`config.mk`:
```
export PLATFORM = sky130hd
export DESIGN_NAME = counting_semaphore_unit_core
export DESIGN_NICKNAME = d
export VERILOG_FILES = /design/src/rtl/csu_pkg.sv /design/src/rtl/csu_ram.sv /design/src/rtl/counting_semaphore_unit_core.sv
export SDC_FILE = /design/constraint.sdc
export NUM_CORES = 2
export LEC_CHECK = 0
export BUFFER_PORTS_ARGS = -buffer_cell sky130_fd_sc_hd__buf_2
export CAP_MARGIN = 20
export CORE_MARGIN = 8
export CORE_UTILIZATION = 53
export DETAILED_ROUTE_END_ITERATION = 10
export HOLD_SLACK_MARGIN = 0.15
export PLACE_DENSITY = 0.65
export RECOVER_POWER = 25
export SLEW_MARGIN = 5
export SYNTH_ARGS = -nofsm -noshare
export SYNTH_HDL_FRONTEND = slang
export SYNTH_SLANG_ARGS = --single-unit
```
`constraint.sdc`:
```
create_clock -name clk -period 5.5 [get_ports clk]
set_clock_uncertainty 0.1 [all_clocks]
set_input_delay 1.1 -clock clk [delete_from_list [all_inputs] [get_ports clk]]
set_output_delay 1.1 -clock clk [all_outputs]
set_load 0.05 [all_outputs]
```
`src/rtl/csu_pkg.sv`:
```
// Shared types and default constants for the counting semaphore unit.
package csu_pkg;

    localparam int NumSemDefault     = 16;
    localparam int QueueDepthDefault = 16;
    localparam int MaxPassesDefault  = 255;

    typedef enum logic [1:0] {
        CMD_ALLOC = 2'd0,
        CMD_WAIT  = 2'd1,
        CMD_POST  = 2'd2
    } cmd_t;

    typedef enum logic [2:0] {
        ST_DONE       = 3'd0,
        ST_BLOCKED    = 3'd1,
        ST_WOKEN      = 3'd2,
        ST_NONE_FREE  = 3'd3,
        ST_SATURATED  = 3'd4,
        ST_QUEUE_FULL = 3'd5
    } status_t;

    typedef enum logic [1:0] {
        S_IDLE,
        S_RD,
        S_EVAL,
        S_WAKE
    } state_t;

    typedef struct packed {
        logic [1:0] cmd;
        logic [3:0] sem_id;
        logic [3:0] caller_pid;
        logic [7:0] initial_passes;
    } item_t;

    typedef struct packed {
        status_t    status;
        logic [3:0] result_sem;
        logic [3:0] woken_pid;
    } result_t;

endpackage

```
`src/rtl/csu_ram.sv`:
```
// Generic single-write, single-read RAM with a registered read port.
module csu_ram #(
    parameter int WIDTH = 8,
    parameter int DEPTH = 16
) (
    input  logic                     clk,
    input  logic                     we,
    input  logic [$clog2(DEPTH)-1:0] waddr,
    input  logic [WIDTH-1:0]         wdata,
    input  logic [$clog2(DEPTH)-1:0] raddr,
    output logic [WIDTH-1:0]         rdata
);

    logic [WIDTH-1:0] mem_reg [DEPTH];
    logic [WIDTH-1:0] rdata_reg;

    always_ff @(posedge clk)
    begin
        if (we)
        begin
            mem_reg[waddr] <= wdata;
        end
        rdata_reg <= mem_reg[raddr];
    end

    assign rdata = rdata_reg;

endmodule

```
`src/rtl/counting_semaphore_unit_core.sv`:
```
// Top level of the counting semaphore unit: command sequencer, record table and wait queues.
//
// A command beat is taken at a rising edge where start is high and busy is low, and
// exactly one result beat follows on result, marked by a one-cycle done pulse; the
// receiver cannot hold it off, so it must take the result in that cycle. Each command
// runs as a short sequence over one record memory (one entry per semaphore: owner,
// pass count, queue head and fill) and one wait-queue memory, both with registered
// reads, so the read-modify-write of a record sets the latency. Wait and post run
// through a read state and an evaluate state to the done pulse, and a post that wakes
// a waiter adds a wake state because the waiter's pid comes from a second memory read.
// An allocate scans the records from semaphore 0 upward, with a read state and an
// evaluate state for each record visited, up to NUM_SEMAPHORES records.
// A wait or post on an id at or above NUM_SEMAPHORES, or an unknown command, is
// answered with status done in the cycle after acceptance and changes nothing. Records
// carry one valid bit each, cleared by reset, so an unwritten record reads as a free
// semaphore with zero count and an empty queue; no clearing pass is needed.
module counting_semaphore_unit_core #(
    parameter int NUM_SEMAPHORES = csu_pkg::NumSemDefault,
    parameter int QUEUE_DEPTH    = csu_pkg::QueueDepthDefault,
    parameter int MAX_PASSES     = csu_pkg::MaxPassesDefault
) (
    input  logic             clk,
    input  logic             rst_n,
    input  logic             start,
    input  csu_pkg::item_t   item,
    output logic             busy,
    output logic             done,
    output csu_pkg::result_t result
);

    import csu_pkg::*;

    localparam int SW   = $clog2(NUM_SEMAPHORES);
    localparam int HW   = $clog2(QUEUE_DEPTH);
    localparam int FW   = $clog2(QUEUE_DEPTH + 1);
    localparam int PW   = $clog2(MAX_PASSES + 1);
    localparam int WAW  = $clog2(NUM_SEMAPHORES * QUEUE_DEPTH);
    localparam int SUMW = HW + 1;

    typedef struct packed {
        logic [3:0]    owner;
        logic [PW-1:0] passes;
        logic [HW-1:0] head;
        logic [FW-1:0] fill;
    } rec_t;

    localparam int RecW = $bits(rec_t);

    // Sequencer and captured command.
    state_t                    state_reg, state_next;
    item_t                     item_reg, item_next;
    logic [SW-1:0]             idx_reg, idx_next;
    logic [NUM_SEMAPHORES-1:0] rec_valid_reg, rec_valid_next;
    logic                      done_reg, done_next;
    result_t                   result_reg, result_next;

    // Memory ports.
    logic            rec_we;
    rec_t            rec_wdata;
    logic [RecW-1:0] rec_rdata;
    logic            wq_we;
    logic [WAW-1:0]  wq_waddr;
    logic [WAW-1:0]  wq_raddr;
    logic [3:0]      wq_rdata;

    // Decoded record and derived conditions.
    rec_t            rec_cur;
    logic            sem_ok;
    logic            go_rd;
    logic            last_idx;
    logic            queue_full;
    logic            pass_at_max;
    logic            init_over;
    logic [SUMW-1:0] slot_sum;
    logic [HW-1:0]   slot;
    logic [HW-1:0]   head_inc;
    logic [WAW-1:0]  wq_base;

    csu_ram #(
        .WIDTH (RecW),
        .DEPTH (NUM_SEMAPHORES)
    ) u_rec_ram (
        .clk   (clk),
        .we    (rec_we),
        .waddr (idx_reg),
        .wdata (rec_wdata),
        .raddr (idx_reg),
        .rdata (rec_rdata)
    );

    csu_ram #(
        .WIDTH (4),
        .DEPTH (NUM_SEMAPHORES * QUEUE_DEPTH)
    ) u_wait_ram (
        .clk   (clk),
        .we    (wq_we),
        .waddr (wq_waddr),
        .wdata (item_reg.caller_pid),
        .raddr (wq_raddr),
        .rdata (wq_rdata)
    );

    // A record never written reads as a free semaphore with an empty queue.
    assign rec_cur = rec_valid_reg[idx_reg] ? rec_t'(rec_rdata) : '0;

    assign sem_ok = 32'(item.sem_id) < NUM_SEMAPHORES;
    assign go_rd  = (item.cmd == CMD_ALLOC) ||
                    (((item.cmd == CMD_WAIT) || (item.cmd == CMD_POST)) && sem_ok);

    assign last_idx    = idx_reg == SW'(NUM_SEMAPHORES - 1);
    assign queue_full  = 32'(rec_cur.fill) >= QUEUE_DEPTH;
    assign pass_at_max = 32'(rec_cur.passes) >= MAX_PASSES;
    assign init_over   = 32'(item_reg.initial_passes) > MAX_PASSES;

    // Tail slot: head plus fill stays below twice the depth, so one subtract wraps it.
    assign slot_sum = SUMW'(rec_cur.head) + SUMW'(rec_cur.fill);
    assign slot     = (slot_sum >= SUMW'(QUEUE_DEPTH)) ?
                      HW'(slot_sum - SUMW'(QUEUE_DEPTH)) : HW'(slot_sum);
    assign head_inc = (rec_cur.head == HW'(QUEUE_DEPTH - 1)) ?
                      '0 : rec_cur.head + HW'(1);

    assign wq_base  = WAW'(idx_reg) * WAW'(QUEUE_DEPTH);
    assign wq_waddr = wq_base + WAW'(slot);
    assign wq_raddr = wq_base + WAW'(rec_cur.head);

    // Next state.
    always_comb
    begin
        state_next = state_reg;
        unique case (state_reg)
            S_IDLE:
            begin
                if (start && go_rd)
                begin
                    state_next = S_RD;
                end
            end
            S_RD:
            begin
                state_next = S_EVAL;
            end
            S_EVAL:
            begin
                state_next = S_IDLE;
                case (item_reg.cmd)
                    CMD_ALLOC:
                    begin
                        if ((rec_cur.owner != 4'd0) && !last_idx)
                        begin
                            state_next = S_RD;
                        end
                    end
                    CMD_POST:
                    begin
                        if (rec_cur.fill != '0)
                        begin
                            state_next = S_WAKE;
                        end
                    end
                    default:
                    begin
                        state_next = S_IDLE;
                    end
                endcase
            end
            S_WAKE:
            begin
                state_next = S_IDLE;
            end
            default:
            begin
                state_next = S_IDLE;
            end
        endcase
    end

    // Datapath, memory writes and result.
    always_comb
    begin
        item_next      = item_reg;
        idx_next       = idx_reg;
        done_next      = 1'b0;
        result_next    = result_reg;
        rec_we         = 1'b0;
        rec_wdata      = rec_cur;
        wq_we          = 1'b0;
        rec_valid_next = rec_valid_reg;

        unique case (state_reg)
            S_IDLE:
            begin
                if (start)
                begin
                    item_next = item;
                    idx_next  = (item.cmd == CMD_ALLOC) ? '0 : SW'(item.sem_id);
                    if (!go_rd)
                    begin
                        done_next   = 1'b1;
                        result_next = '{status: ST_DONE, result_sem: 4'd0, woken_pid: 4'd0};
                    end
                end
            end
            S_RD:
            begin
                done_next = 1'b0;
            end
            S_EVAL:
            begin
                result_next = '{status: ST_DONE, result_sem: 4'd0, woken_pid: 4'd0};
                case (item_reg.cmd)
                    CMD_ALLOC:
                    begin
                        if (rec_cur.owner == 4'd0)
                        begin
                            rec_we           = 1'b1;
                            rec_wdata.owner  = item_reg.caller_pid;
                            rec_wdata.passes = init_over ? PW'(MAX_PASSES) :
                                                           PW'(item_reg.initial_passes);
                            rec_wdata.head   = '0;
                            rec_wdata.fill   = '0;
                            done_next        = 1'b1;
                            result_next.status     = init_over ? ST_SATURATED : ST_DONE;
                            result_next.result_sem = 4'(idx_reg);
                        end
                        else if (last_idx)
                        begin
                            done_next          = 1'b1;
                            result_next.status = ST_NONE_FREE;
                        end
                        else
                        begin
                            idx_next = idx_reg + SW'(1);
                        end
                    end
                    CMD_WAIT:
                    begin
                        done_next = 1'b1;
                        if (rec_cur.passes != '0)
                        begin
                            rec_we           = 1'b1;
                            rec_wdata.passes = rec_cur.passes - PW'(1);
                        end
                        else if (queue_full)
                        begin
                            result_next.status = ST_QUEUE_FULL;
                        end
                        else
                        begin
                            wq_we              = 1'b1;
                            rec_we             = 1'b1;
                            rec_wdata.fill     = rec_cur.fill + FW'(1);
                            result_next.status = ST_BLOCKED;
                        end
                    end
                    CMD_POST:
                    begin
                        if (rec_cur.fill != '0)
                        begin
                            // The waiter's pid arrives from the queue memory next cycle.
                            rec_we         = 1'b1;
                            rec_wdata.head = head_inc;
                            rec_wdata.fill = rec_cur.fill - FW'(1);
                        end
                        else if (pass_at_max)
                        begin
                            done_next          = 1'b1;
                            result_next.status = ST_SATURATED;
                        end
                        else
                        begin
                            done_next        = 1'b1;
                            rec_we           = 1'b1;
                            rec_wdata.passes = rec_cur.passes + PW'(1);
                        end
                    end
                    default:
                    begin
                        done_next = 1'b1;
                    end
                endcase
            end
            S_WAKE:
            begin
                done_next   = 1'b1;
                result_next = '{status: ST_WOKEN, result_sem: 4'd0, woken_pid: wq_rdata};
            end
            default:
            begin
                done_next = 1'b0;
            end
        endcase

        if (rec_we)
        begin
            rec_valid_next[idx_reg] = 1'b1;
        end
    end

    always_ff @(posedge clk or negedge rst_n)
    begin
        if (!rst_n)
        begin
            state_reg     <= S_IDLE;
            rec_valid_reg <= '0;
            done_reg      <= 1'b0;
        end
        else
        begin
            state_reg     <= state_next;
            rec_valid_reg <= rec_valid_next;
            done_reg      <= done_next;
        end
    end

    always_ff @(posedge clk)
    begin
        item_reg   <= item_next;
        idx_reg    <= idx_next;
        result_reg <= result_next;
    end

    assign busy   = state_reg != S_IDLE;
    assign done   = done_reg;
    assign result = result_reg;

    // A result beat always lands as the sequencer returns to idle.
    assert property (@(posedge clk) disable iff (!rst_n) done |-> !busy)
        else $error("result beat while the sequencer is busy");

    // Every accepted command either starts the sequence or answers at once.
    assert property (@(posedge clk) disable iff (!rst_n) (start && !busy) |=> (busy || done))
        else $error("accepted command neither started nor answered");

    // A queue never records more waiters than it can hold.
    assert property (@(posedge clk) disable iff (!rst_n)
        rec_we |-> (32'(rec_wdata.fill) <= QUEUE_DEPTH))
        else $error("queue fill written beyond the queue depth");

    // A woken result only follows the queue read.
    assert property (@(posedge clk) disable iff (!rst_n)
        (done && (result.status == ST_WOKEN)) |-> $past(state_reg == S_WAKE))
        else $error("woken result without a queue read");

endmodule
```
[Yosys cells after proc, flatten, opt, wreduce, memory -nomap -nowiden]
Memories as Yosys holds them, arrays and structs flattened. A register that Yosys moved wholly into a read port is not among the register bits.
Cells that the tools add are included.
Cells by class
  add/sub/neg operators: 10
  multipliers: 0
  div/mod/pow operators: 0
  magnitude comparators: 5
  equal/unequal tests: 15
  shift-type cells: 0
  mux-type cells: 63
  bitwise operators: 1
  reduce and logical (&&, ||, !) cells: 19
Operator list (number)
  21-bit two-way mux: 3
  4-bit two-way mux: 10
  11-bit one-hot mux with 3 select lines: 1
  8-bit two-way mux: 3
  8-bit one-hot mux with 3 select lines: 1
  11-bit two-way mux: 2
  1-bit two-way mux: 21
  8-bit by 4-bit adder with 8-bit output: 2
  16-bit bitwise OR: 1
  4-bit one-hot mux with 2 select lines: 2
  5-bit one-hot mux with 3 select lines: 1
  3-bit two-way mux: 4
  2-bit inequality test (second input constant): 6
  5-bit greater-or-equal comparator (second input constant): 2
  5-bit two-way mux: 2
  9-bit two-way mux: 1
  3-bit one-hot mux with 3 select lines: 1
  4-bit by 1-bit adder with 4-bit output (second input constant): 2
  8-bit by 1-bit adder with 8-bit output (second input constant): 1
  2-bit equality test (second input constant): 4
  4-bit equality test (second input constant): 2
  8-bit greater-or-equal comparator (second input constant): 1
  2-bit two-way mux: 4
  2-bit one-hot mux with 4 select lines: 1
  27 further kinds: 35
Word-level totals
  register bits after elaboration: 48
  latch bits: 0
  bits in writable memories: 1360
  ROM bits: 0
  bits of input ports: 21
  output and inout bits: 13
  word-level logic and storage cells: 125
  memories: 2
Memories
  u_wait_ram.mem_reg: depth 256, width 4, rd ports 1, clocked after memory_dff 1, write ports 1, RTL line csu_ram.sv:14  | logic [WIDTH-1:0] mem_reg [DEPTH];
  u_rec_ram.mem_reg: depth 16, width 21, rd ports 1, clocked after memory_dff 1, write ports 1, RTL line csu_ram.sv:14

[Longest topological paths before layout]
  word-level depth: 10
  depth in mapped cells: 18
  mapped depth without buffers: 14

[Modules after synthesis]
A second synthesis with hierarchy kept.
Unflattened totals
  cell total of the unflattened synthesis: 3004
  area total of the unflattened synthesis: 57528.9 sq um
By module, submodules not included
  csu_ram at u_wait_ram: times used 1, cells an instance 2051, area an instance 40675.3 sq um, sequential area each 30829.6 sq um
  csu_ram at u_rec_ram: times used 1, cells an instance 557, area an instance 13277.7 sq um, sequential area each 10510.1 sq um
  counting_semaphore_unit_core: times used 1, cells an instance 396, area an instance 3575.9 sq um, sequential area each 1346.3 sq um

[Worst setup path before layout]
OpenSTA, ideal clock, no wires.
  path type: register -> register
  from: reg idx_reg[1]
  to: mem u_rec_ram.mem_reg[13][0] (netlist name) (enable)
  library setup time: 0.399 ns
  arrival: 4.107 ns
  data required time: 5.001 ns
  path slack: 0.894 ns
  stages on the path, launching flop included: 15
  buffers on the path: 3
  period minus slack after synthesis: 4.606 ns
  cell sequence: edfxtp_1 buf_4 mux2i_1 o32ai_1 nor3_4 nor2_1 buf_2 buf_2 nand2_1 ha_1 o21ai_0 o21ai_0 a31oi_1 nand2_1 nor2_1
Between the ends
  longest elaborated chain between the ends: 10
  elaborated cells between the ends (all ways): 17
  those cells by class: order compare: 2; mux: 12; reduce/logical: 3
RTL lines
  from (decl): RTL line counting_semaphore_unit_core.sv:52  | logic [SW-1:0] idx_reg, idx_next;
  from (signal assigned): RTL line counting_semaphore_unit_core.sv:318  | idx_reg <= idx_next;
  1-bit binary-select mux with 4-bit select: RTL line counting_semaphore_unit_core.sv:104  | assign rec_cur = rec_valid_reg[idx_reg] ? rec_t'(rec_rdata) : '0;
  1-bit two-way mux (implied by the code): RTL line counting_semaphore_unit_core.sv:104
  21-bit two-way mux: RTL line counting_semaphore_unit_core.sv:104
  8-bit greater-or-equal comparator / 5-bit greater-or-equal comparator (equally long branches): RTL line counting_semaphore_unit_core.sv:112, counting_semaphore_unit_core.sv:111
  1-bit two-way mux (on tied branches): RTL line counting_semaphore_unit_core.sv:264, counting_semaphore_unit_core.sv:243
  1-bit two-way mux (on tied branches): RTL line counting_semaphore_unit_core.sv:257, counting_semaphore_unit_core.sv:238
  1-bit one-hot mux with 3 select lines: RTL line counting_semaphore_unit_core.sv:210  | case (item_reg.cmd)
  1-bit two-way mux: RTL line counting_semaphore_unit_core.sv:189  | unique case (state_reg)
  1-bit two-way mux: RTL line csu_ram.sv:19  | if (we)
  1-bit two-way mux (implied by the code): RTL line csu_ram.sv:21  | mem_reg[waddr] <= wdata;
  to (decl): RTL line csu_ram.sv:14
Parallel ways exist; a longest one is shown, timed or not. The select of a mux whose other input is x is not followed.

[Worst setup path after layout]
  from: reg idx_reg[3]
  to: mem u_wait_ram.mem_reg[1392][3] (netlist: u_wait_ram.mem_reg[174][3]) (enable)
Between the ends
  longest elaborated chain between the ends: 10
  elaborated cells between the ends (all ways): 16
  those cells by class: add/sub: 3; order compare: 2; mux: 10; reduce/logical: 1
RTL lines (RTL line)
  parallel branches: the longest is 10 deep, another holds 8-bit by 4-bit adder with 8-bit output
  to (decl): csu_ram.sv:14
Parallel ways; which one is timed is not known. The select of a mux whose other input is x is not followed.

==> summary.md <==
| Metric | Value |
|---|---|
| Ports | 34 |
| Largest net degree at the start of global routing | 189 |
| Max Cap Viol | 7 |
| CTS tree | yes |
| Syn Area/Cell | 16.2 um^2 |
| FP Rows | 122 |
| # clock sinks | 1433 |
| # port buffers | 33 |
| WP data arrival | 5490 ps |
| Hold-fix buffers at CTS | 0 |
| Synth Register Bits | 1433 |
| Core Area | 0.110 mm^2 |
| Post-synth ARST share | 1.33% |
| Pwr Density | 530 mW/mm^2 |
| Mapped Cells | 3614 |
| Hold Crit Class | reg2reg |
| Clock Latency Late Sink | 770 ps |
| Synth unique cells | 94 |
| Final Hold Viols | 0 |
| Worst path top cell family by delay | simple AND/OR/NAND/NOR gates |
| Final antenna-violating net count | 0 |
| Post-CTS Setup Inserts | 0 |
| CTS max path bufs | 3 |
| Global-route wire length before repair | 235000 um |
| Leakage | 20.9 nW |
| Area delta synth->final | 12.0% |
| Worst-path cell chain | mux2_2, a22o_4, or3_1, buf_4, nand2_2, o21a_1, nand2_2, nor3_4, buf_4, nand3_1, nor2_1 |
| Post-DR wirelength/cell | 30.6 um |
| Final setup viols | 0 |
| Period utilization | 94.3% |
| Worst EP required | 5800 ps |
| Startpoint Class | flip-flop |
| Routability-driven placement congestion ratio | 0.934 |
| GR peak layer | met2 |
| CP max-delay cell | nand3_1 |
| Crit end category | flip-flop |
| Clk slew on worst S/H paths | 60 ps |
| RSZ-0062 raised after global routing | no |
| Initial antenna violation count | 6 |
| Tot GR Track Use | 26.4% |
| Syn nets | 3648 |
| Outcome | finished with violations |
| Clock period minus worst slack | 5190 ps |
| Die Y | 348 um |
| Total global routing overflow | 0 |
| DRC | 0 |
| Worst Tran Pin Value | 3890 ps |
| FMAX | 0.193 GHz |
| Htree depth | 4 |
| CTS-repair resized insts | 0 |
| Die W | 348 um |
| Max Slew Vio Count | 686 |
| CP max FO | 18 |
| Routed vias/inst | 6.58 |
| Number of enable flip-flop cells after synthesis | 1389 |
| Dominant synthesized flop cell | edfxtp_1 |
| Headroom to the max-slew limit | -159% |
| Vias | 35000 |
| CTS Buf Count | 147 |
| Final worst setup slack | 311 ps |
| Final net count | 3745 |
| Register area share after synthesis | 72.9% |
| Met1 usage | 37.7% |
| Total detailed-routing wirelength | 163000 um |
| GRT met2 Usage | 39.6% |
| Pre-CTS WS | 426 ps |
| Setup CP Type | reg2reg |
| Failing checks | capacitance limit, slew limit |
| Vias in the first global route | 34300 |
| Max IR drop VDD | 0.449 mV |
| Drt first pass iters | 8 |
| DP Wirelength | 99300 um |
| Largest register FFs | 1024 |
| Synth warn | 0 |
| Die area | 0.121 mm^2 |
| Largest stage delay on the critical path | 710 ps |
| Clock root buffer | clkbuf_16 |
| Netlist Area Pre-Place | 0.0585 mm^2 |
| Initial Utilization | 53.2% |
| Share of cells above drive strength 1 | 18.2% |
| M3 GR Usage | 6.38% |
| Initial drt markers | 4919 |
| Setup TNS | 0 ps |
| Worst path bufs/invs | 2 |
## where the power goes
group	internal (mW)	total, mW	switching [mW]	leakage (nW)
Combinational	3.33	11.4	8.02	5.55
Sequential	13.1	13.5	0.407	13.0
Clock	5.67	9.83	4.16	2.33
## cell usage after synthesis (15+ instances only)
library cell	instances	area share, %
a211oi_1	35	0.45
a21oi_1	135	1.2
a221oi_1	26	0.39
a31oi_1	40	0.43
and3_1	25	0.27
buf_1	39	0.25
buf_2	73	0.62
clkbuf_1	116	0.74
dfrtp_1	19	0.81
dfxtp_1	25	0.86
edfxtp_1	1389	71
inv_1	17	0.11
mux2_2	107	2.1
mux2i_1	156	2.7
mux4_2	135	5.2
nand2_1	209	1.3
nand3_1	39	0.33
nor2_1	381	2.4
nor2b_1	19	0.20
nor3_1	51	0.44
o211ai_1	30	0.38
o21ai_0	84	0.72
o21bai_1	16	0.21
o221ai_1	73	1.1
o22ai_1	30	0.32
o311ai_0	18	0.27
o31ai_1	15	0.19
## layer usage
| layer | vias up | routed length (um) |
|---|---|---|
| li1 | 14700 | - |
| met2 | 2219 | 72900 |
| met3 | 346 | 19300 |
| met1 | 17800 | 64700 |
| met5 | - | 0 |
| met4 | 0 | 6020 |
## per-stage QoR
step	instance area, um^2	power, mW	hold slack [ps]	util, %	instances
global placement	60800	24.7	359	55.3	5045
global route	65500	35.6	379	59.6	5315
detailed placement	60800	24.7	366	55.3	5047
floorplan	58500	20.2	337	-	3614
finish	65500	34.7	379	59.6	5317
CTS	65600	34.5	176	59.6	5312
## cell families after synthesis
group           synth area share (%)
compound gates                  8.54
xor+xnor                       0.150
fa+ha+maj                      0.291
buf+inv                         2.03
flops                           72.9
mux                             9.98
simple gates                    6.07
## layout by cell type, fill, tap and decap left out, types with 83 or more instances in the layout
| cell | n |
|---|---|
| edfxtp_1 | 1389 |
| nor2_1 | 364 |
| nand2_1 | 209 |
| mux2i_1 | 156 |
| clkbuf_16 | 151 |
| buf_4 | 143 |
| a21oi_1 | 135 |
| mux4_2 | 135 |
| mux2_2 | 107 |
| o21ai_0 | 83 |
## final cells by class
type	instances	area [um^2]
fill	8201	44500
sequential	1433	42700
multi-input combinational	1913	14700
clock buffer	196	4040
tap	1488	1860
timing repair buffer	194	1400
clock inverter	69	731
inverter	22	87.6
antenna	2	5.00
## final timing paths
kind | startpoint | endpoint | slack, ps | depth (start not counted)
hold reg to reg | rec_valid_reg[2] | rec_valid_reg[2] | 380 | 1
max in group asynchronous | rst_n | rec_valid_reg[6] | 4100 | 1
setup reg to reg | idx_reg[3] | u_wait_ram.mem_reg[174][3] | 310 | 11
min in group asynchronous | rst_n | done | 470 | 1
hold / removal | rec_valid_reg[2] | rec_valid_reg[2] | 380 | 1
setup / recovery | idx_reg[3] | u_wait_ram.mem_reg[174][3] | 310 | 11
Note: power is estimated with default switching activity, not from simulation.
